File: src/design/bubble_sort_engine_macros.svh
// ----------------------------------------------------------------------------
// bubble sort engine assertion macros
// shared property wrappers, clocked on clk and disabled during reset
// ----------------------------------------------------------------------------
`ifndef BUBBLE_SORT_ENGINE_MACROS_SVH
`define BUBBLE_SORT_ENGINE_MACROS_SVH

// same-cycle implication
`define BSE_ASSERT_IMPL(label, ante, cons) \
    label: assert property (@(posedge clk) disable iff (!rst_n) (ante) |-> (cons)) \
        else $error("bubble_sort_engine: same-cycle check failed");

// next-cycle implication
`define BSE_ASSERT_NEXT(label, ante, cons) \
    label: assert property (@(posedge clk) disable iff (!rst_n) (ante) |=> (cons)) \
        else $error("bubble_sort_engine: next-cycle check failed");

`endif

File: src/design/bse_pkg.sv
// ----------------------------------------------------------------------------
// bse_pkg
// shared types and constants of the bubble sort engine
// ----------------------------------------------------------------------------
package bse_pkg;

    localparam int VALUE_BITS       = 32;
    localparam int INDEX_BITS       = 10;
    localparam int MAX_ELEMENTS_DEF = 1024;

    typedef enum logic
    {
        ACT_LOAD = 1'b0,
        ACT_READ = 1'b1
    } action_t;

    typedef logic signed [VALUE_BITS-1:0] value_t;

    typedef struct packed
    {
        action_t               action;
        value_t                value;
        logic                  last;
        logic [INDEX_BITS-1:0] index;
    } req_t;

    typedef struct packed
    {
        value_t sorted_value;
        logic   out_of_range;
    } rsp_t;

    typedef struct packed
    {
        logic load;
        logic read;
        logic out_capture;
        logic pass_first;
        logic pass_step;
        logic pass_end;
    } cmd_t;

    typedef struct packed
    {
        logic sort_short;
        logic step_last;
        logic pass_last;
        logic out_busy;
    } status_t;

endpackage

File: src/design/bse_ctrl.sv
// ----------------------------------------------------------------------------
// bse_ctrl
// control state machine: request intake, read sequencing and sort passes
// ----------------------------------------------------------------------------
module bse_ctrl
(
    input  logic            clk,
    input  logic            rst_n,
    input  logic            req_valid,
    input  bse_pkg::req_t   req,
    output logic            req_stall,
    input  bse_pkg::status_t status,
    output bse_pkg::cmd_t   cmd
);
    import bse_pkg::*;

    typedef enum logic [5:0]
    {
        ST_IDLE      = 6'b000001,
        ST_RD_WAIT   = 6'b000010,
        ST_SRT_START = 6'b000100,
        ST_SRT_FIRST = 6'b001000,
        ST_SRT_STEP  = 6'b010000,
        ST_SRT_END   = 6'b100000
    } state_t;

    state_t state_reg;
    state_t state_next;

    always_comb
    begin
        cmd        = '0;
        state_next = state_reg;
        unique case (state_reg)
            ST_IDLE:
            begin
                if (req_valid)
                begin
                    if (req.action == ACT_LOAD)
                    begin
                        cmd.load = 1'b1;
                        if (req.last)
                        begin
                            state_next = ST_SRT_START;
                        end
                    end
                    else
                    begin
                        cmd.read   = 1'b1;
                        state_next = ST_RD_WAIT;
                    end
                end
            end
            ST_RD_WAIT:
            begin
                if (!status.out_busy)
                begin
                    cmd.out_capture = 1'b1;
                    state_next      = ST_IDLE;
                end
            end
            ST_SRT_START:
            begin
                state_next = status.sort_short ? ST_IDLE : ST_SRT_FIRST;
            end
            ST_SRT_FIRST:
            begin
                cmd.pass_first = 1'b1;
                state_next     = ST_SRT_STEP;
            end
            ST_SRT_STEP:
            begin
                cmd.pass_step = 1'b1;
                if (status.step_last)
                begin
                    state_next = ST_SRT_END;
                end
            end
            ST_SRT_END:
            begin
                cmd.pass_end = 1'b1;
                state_next   = status.pass_last ? ST_IDLE : ST_SRT_START;
            end
            default:
            begin
                state_next = ST_IDLE;
            end
        endcase
    end

    always_ff @(posedge clk or negedge rst_n)
    begin
        if (!rst_n)
        begin
            state_reg <= ST_IDLE;
        end
        else
        begin
            state_reg <= state_next;
        end
    end

    assign req_stall = (state_reg != ST_IDLE);

endmodule

File: config.mk
export PLATFORM = sky130hd
export DESIGN_NAME = bse_ctrl
export DESIGN_NICKNAME = d
export VERILOG_FILES = /design/src/design/bubble_sort_engine_macros.svh /design/src/design/bse_pkg.sv /design/src/design/bse_ctrl.sv
export SDC_FILE = /design/constraint.sdc
export NUM_CORES = 1
export LEC_CHECK = 0
export ABC_AREA = 1
export BUFFER_PORTS_ARGS = -buffer_cell sky130_fd_sc_hd__buf_2
export CORE_UTILIZATION = 29
export DETAILED_ROUTE_END_ITERATION = 10
export GPL_ROUTABILITY_DRIVEN = 0
export HOLD_SLACK_MARGIN = 0.03
export PLACE_DENSITY = 0.85
export SYNTH_ARGS = -nofsm -noshare
export SYNTH_HDL_FRONTEND = slang
export SYNTH_SLANG_ARGS = --single-unit
File: constraint.sdc
create_clock -name clk -period 1.5 [get_ports clk]
set_clock_uncertainty 0.15 [all_clocks]
set_input_delay 0.15 -clock clk [delete_from_list [all_inputs] [get_ports clk]]
set_output_delay 0.15 -clock clk [all_outputs]
set_load 0.05 [all_outputs]
-- Word level (Yosys, flattened, before mapping)
Index checks and enable logic that the tools add are counted.
W data, S select, Z words.
- bits in registers: 6
- bits of input ports: 51
- logic and storage cells: 30
- output and inout port bits: 7
- reduce and logical (&&, ||, !) cells: 1
- equality and inequality tests: 11
- mux-type cells: 17
- operators with widths (operator ; number):
    $pmux W6 S6 ; 1
    $mux W6 ; 5
    $mux W1 ; 7
    $eq A6 B1 Y1 const B ; 1
    $eq A6 B2 Y1 const B ; 1
    $eq A6 B3 Y1 const B ; 1
    $eq A6 B4 Y1 const B ; 1
    $eq A6 B5 Y1 const B ; 1
    $eq A6 B6 Y1 const B ; 1
    $ne A2 B2 Y1 const B ; 3
    $ne A6 B1 Y1 const B ; 1
    $mux W2 ; 2
    $mux W4 ; 1
    $reduce_and A4 Y1 ; 1
    $mux W3 ; 1
    $ne A3 B3 Y1 const B ; 1

-- Depth between registers and ports, before layout
Gate-level depths: netlist (run 1).
- depth after elaboration: 4
- depth in mapped cells: 9
- depth with buffers taken out: 9

-- Worst setup path before layout (run 1)
OpenSTA, ideal clock, no wires.
- path kind: reg2out
- start: register state_reg[0]
- end: output port cmd[5] (netlist bit)
- stages on the path, launching flop included: 6
- setup slack: -0.736 ns
- data required time: 1.200 ns
- arrival time: 1.936 ns
- path buffers: 0
- cell sequence: dfstp_2 -> inv_1 -> nor2_1 -> nand3_2 -> or2_1 -> nor2_1
- RTL lines (element ; line ; RTL):
    start, declared ; bse_ctrl.sv:27 ; state_t state_reg;
    start signal, assigned ; bse_ctrl.sv:99 ; state_reg <= state_next;
    end, declared ; bse_ctrl.sv:13 ; output bse_pkg::cmd_t cmd

==> metrics, run 1 <==
status=finished, violations left; failing checks=setup timing; LEAKAGE=roughly 0.48 nW; sw power=~780 uW; synth unique cells=16; hpwl dp=~930 microns; Max Transition Viols Final=0; max_cap viols=0; IO buf count=15; vias per cell=~4.8; commonest cells after routing, fill and taps aside=buf_4 (15), buf_6 (10), nand2_1 (9), nor2_1 (9); Max-slew headroom=0.836; total gr overflow=0; yosys warns=0; CP endpoint kind=output port; Antenna diodes=0; main combinational cell family by area after synthesis=simple AND/OR/NAND/NOR gates; share of layout cells above drive strength 1=0.624; Layout area overhead=110%; crit start category=register; sw frac=0.456; CTS HTree Levels=1; initial antenna violation count=0; CP max FO=3; Min-Delay Path Class=input pin to register; Synth Area in Compound Gates=0.0789; die span in x=40.4 microns; Comb pwr share=0.745; cell area after synthesis=between 400 and 500 sq um; Post-DP Area=~630 sq um; Slew @ Worst Pin=243 ps; post-synthesis xor/xnor area fraction=0; number of synthesized register bits=6; Avg Cell Area, Syn=roughly 6.4 sq um; DR WL/cell=~14 microns; CTS tree=yes; CP Class=register to output port; commonest non-fill, non-tap cell in the layout=buf_4; setup TNS=-2000 ps; Num CTS Buffers=3; core area=~1300 sq um; P per Cell Area=approximately 1900 nW/um^2; post-route ant nets=0; Fmax=549 MHz; Sink Count=6; Max Buffers Root-to-Sink=2; adder-cell share of the synthesized area=0; P_int=926 uW; Final period util=1.21; final setup margin=-322 ps; final hold vios=0; critical path arrival=1520 ps; die footprint=about 1600 sq um; Peak VDD IR=1.58 mV; total wire length after detailed routing=1680 microns; drt drc=0; endpoints failing setup=11; worst path required time=~1200 ps; # nets final=approximately 160; cell area after layout=around 900 sq um; Chip Height=between 40 and 50 microns; routed vias=about 600; register area share after synthesis=0.354; vias in the first global route=about 570; mux cell area share after synthesis=0; CTS root buf=clkbuf_4; # rows=13; Synthesized Nets=118; fin util=0.673; fin crit period=around 1800 ps; Initial Util=0.321; clock share of power=0.106; largest net degree at the start of global routing=7; Post-Synth Simple-Gate Area=0.453; drt initial violations=5; Clk Latency, worst-skew pair=~260 ps; first-pass GRT wire length=2380 microns; sequential power share=0.149; Overall Global Routing Usage=0.229; RSZ-0062 raised after global routing=yes; post-synthesis instance total=67; # IOs=58; number of flip-flops in the largest register=6; TritonRoute pass-1 iters=4; Reg clk slew, reported paths=around 60 ps
power by group through the flow:
stage / sequential [mW] / clock [mW] / combinational (mW)
5_1_grt: 0.258 / 0.191 / 1.34
2_1_floorplan: 0.244 / 0 / 0.546
3_3_place_gp: 0.244 / 0 / 0.765
3_5_place_dp: 0.246 / 0 / 0.786
4_1_cts: 0.250 / 0.180 / 1.10
6_report: 0.253 / 0.181 / 1.27
metrics by stage:
step	instances	setup slack, ps	hold slack [ps]	total power [mW]
4_1_cts	120	-328	42.7	1.53
3_3_place_gp	107	-148	-173	1.01
6_report	124	-322	45.1	1.70
3_5_place_dp	107	-163	-169	1.03
2_1_floorplan	67	-243	-296	0.790
5_1_grt	124	-368	64.8	1.79
metal layers:
metal / up-vias / part of all wire / GRT usage
met5: - / 0 / 0
met4: 0 / 0.017 / 0.125
met3: 6 / 0.035 / 0.0167
met2: 22 / 0.56 / 0.448
met1: 283 / 0.39 / 0.233
li1: 290 / - / -
logic make-up (layout without fill, tap and decap cells):
logic type,count (synthesis),in the layout
buffers and inverters,13,55
AOI/OAI and AO/OA,6,6
and+or+nand+nor,42,42
DFF,6,6
Yosys cell counts:
cell,number,share of area
dfstp_2,1,0.061
nand3_1,5,0.058
o21ai_0,2,0.023
nand4_1,1,0.015
inv_1,13,0.11
a21oi_2,1,0.020
or2_1,1,0.015
nand3b_1,1,0.018
dfrtp_1,5,0.29
nor2_1,14,0.12
o21ai_1,2,0.023
nand2_1,15,0.13
a21oi_1,1,0.012
nor2_2,3,0.044
nand3_2,1,0.023
nor2_4,1,0.026
timing repair:
item,in CTS,in global routing
endpoints found under the setup margin,8,11
hold endpoints to repair,7,0
resized for setup,29,14
buffers inserted,7,4
hold buffers,2,0
pin swaps,6,5
final timing paths:
check	slack (ps)	depth (start not counted)	to	start
setup / recovery	-320	6	cmd[5]	state_reg[0]
hold reg to reg	530	3	state_reg[3]	state_reg[3]
max in group asynchronous	870	2	state_reg[0]	rst_n
min in group asynchronous	110	2	state_reg[3]	rst_n
setup reg to reg	-150	9	state_reg[0]	state_reg[0]
hold / removal	50	3	state_reg[4]	status[2]
critical path, stage by stage (launching register included):
cell and delay [ps]:
dfstp_2 540, inv_2 50, nor2_4 90, nand3_4 70, or2_4 250, nor2_4 110
buf_6 160
layout make-up:
cell class	instances	area, sq um
tap	15	18.8
timing repair buffer	38	330
multi-input combinational	48	319
clock buffer	4	26.3
inverter	13	51.3
sequential	6	151
fill	101	437
Power figures use the tool's default switching activity.
==> inputs of run 2 (changes only) <==
- CORE_UTILIZATION: 29 -> 26
- PLACE_DENSITY: 0.85 -> 0.81
- SKIP_LAST_GASP: not set -> 1
- clock period: 1.5 -> 1.6 ns (I/O delays scaled with it)
==> run 2 against run 1 <==
  * The flow still finishes with violations (setup timing)
  * Register-to-register slack improved by 40 ps
  * Clock power down 15%
  * Setup slack better by 72 ps
  * Sequential share of layout area decreased by 0.23 points
  * Hold slack hardly changed
  * Flip-flop and latch count unchanged
  * Non-clock buffer count increased by 1
  * Critical path type unchanged
  * Critical endpoint unchanged
  * Largest cell class unchanged
==> metrics, run 2 (same netlist as run 1, synthesis figures left out) <==
LEAKAGE=about 0.48 nW; share of layout cells above drive strength 1=0.627; CP Class=register to output port; failing checks=setup timing; CTS tree=yes; R2R Setup Slk=-110 ps; Slew @ Worst Pin=between 200 and 300 ps; routed length on met1=534 microns; die footprint=around 1800 sq um; P per Cell Area=~1700 nW/um^2; largest net degree at the start of global routing=7; area of the multi-input gates=between 300 and 400 sq um; post-route ant nets=0; hpwl dp=about 900 microns; RR Startpoint=state_reg[0]; Peak VDD IR=1.44 mV; Max Transition Viols Final=0; routed length on met2=836 microns; status=finished, violations left; Comb pwr share=0.744; fin crit period=approximately 1800 ps; Layout area overhead=114%; critical path arrival=about 1500 ps; commonest non-fill, non-tap cell in the layout=buf_4; Clk Latency, worst-skew pair=roughly 250 ps; DR WL/cell=11.3 microns; setup TNS=-1230 ps; TritonRoute pass-1 iters=3; endpoints failing setup=8; P_int=about 860 uW; drt drc=0; Initial Util=0.281; Num CTS Buffers=3; # rows=14; FILL cells=~150; Sink Count=6; Chip Height=roughly 43 microns; routed vias=about 570; fin util=0.602; IO buf count=15; Worst R2R End=state_reg[5]; Final period util=1.16; Worst R2R Path Depth=11; sw power=between 600 and 700 uW; CTS root buf=clkbuf_4; hold depth=4; total wire length after detailed routing=around 1400 microns; vias per cell=about 4.5; Max-slew headroom=0.823; # nets final=162; max_cap viols=0; final hold vios=0; initial antenna violation count=0; Worst Hold End=state_reg[2]; worst path required time=1290 ps; CP max FO=3; clock share of power=0.098; CP endpoint kind=output port; Hold Startpoint=status[1]; number of flip-flops in the largest register=6; sw frac=0.445; crit start category=register; core area=roughly 1500 sq um; Max Buffers Root-to-Sink=2; RSZ-0062 raised after global routing=yes; Overall Global Routing Usage=0.170; sequential power share=0.158; CTS HTree Levels=1; Routed met3 length=about 47 microns; Highest Signal Layer=met3; Reg clk slew, reported paths=roughly 50 ps; first-pass GRT wire length=around 2300 microns; drt initial violations=8; # IOs=between 50 and 60; Fmax=541 MHz; Antenna diodes=0; vias in the first global route=approximately 600; Min-Delay Path Class=input pin to register; flip-flop and latch area=~150 sq um; die span in x=~43 microns; total gr overflow=0; final setup margin=-250 ps; commonest cells after routing, fill and taps aside=buf_4 (16), nand2_1 (10), buf_6 (9)
## run 2: cell types whose count changed in the layout (fill, tap and decap cells not counted), moves of 2 or more
| cell | previous run | this run |
|---|---|---|
| nand2_2 | 5 | 3 |
| o21ai_0 | 2 | 0 |
| o21ai_2 | 0 | 2 |
| nor2_1 | 9 | 7 |
| nor2_2 | 1 | 3 |
| inv_2 | 6 | 4 |
| inv_1 | 6 | 8 |
## run 2: stage by stage
step,instance area (sq um),instances,setup slack [ps],hold WS [ps],power (mW)
floorplan,465,67,-153,-286,0.741
global placement,621,106,-66.7,-165,0.937
detailed placement,621,106,-80.8,-161,0.964
CTS,821,124,-231,67.3,1.31
global route,917,126,-313,83.4,1.66
finish,917,126,-250,45.0,1.56
## run 2: metal layers
metal,vias to the layer above,global-route usage
met1,267,0.183
met2,13,0.320
li1,291,-
met4,0,0.0750
met5,-,0
met3,0,0.0259
## run 2: worst max-delay path by stage
stage,start,endpoint,slack (ps),depth (start not counted)
2_1_floorplan,state_reg[0],cmd[5],-150,5
3_3_place_gp,state_reg[0],cmd[5],-70,6
3_5_place_dp,state_reg[0],cmd[5],-80,6
4_1_cts,state_reg[0],cmd[5],-230,6
5_1_grt,state_reg[0],cmd[5],-310,6
6_report,state_reg[0],cmd[5],-250,6
## run 2: area by class of cell
cell class              instances  share of cell area
inverters                      13              0.0559
repair buffers                 39               0.372
clock buffers                   4              0.0286
flip-flops and latches          6               0.166
well taps                      16              0.0218
multi-input cells              48               0.355
## run 2: critical path, stage by stage (launching register included)
cell and delay, ps:
dfstp_2 530, inv_2 50, nor2_4 110, nand3_4 90
or2_4 270, nor2_4 90, buf_8 150
## run 2: power groups by stage
stage          logic, mW  registers [mW]  clock network [mW]
4_1_cts            0.920           0.236               0.158
3_5_place_dp       0.729           0.235                   0
2_1_floorplan      0.512           0.229                   0
5_1_grt             1.24           0.251               0.165
3_3_place_gp       0.707           0.230                   0
6_report            1.16           0.246               0.153
## run 2: what timing repair did
item / 4_1_cts / 5_1_grt
gates resized for setup: 21 / 27
hold endpoints to repair: 7 / 0
endpoints found under the setup margin: 6 / 10
hold buffers: 2 / 0
pin swaps: 8 / 15
buffers inserted: 13 / 3
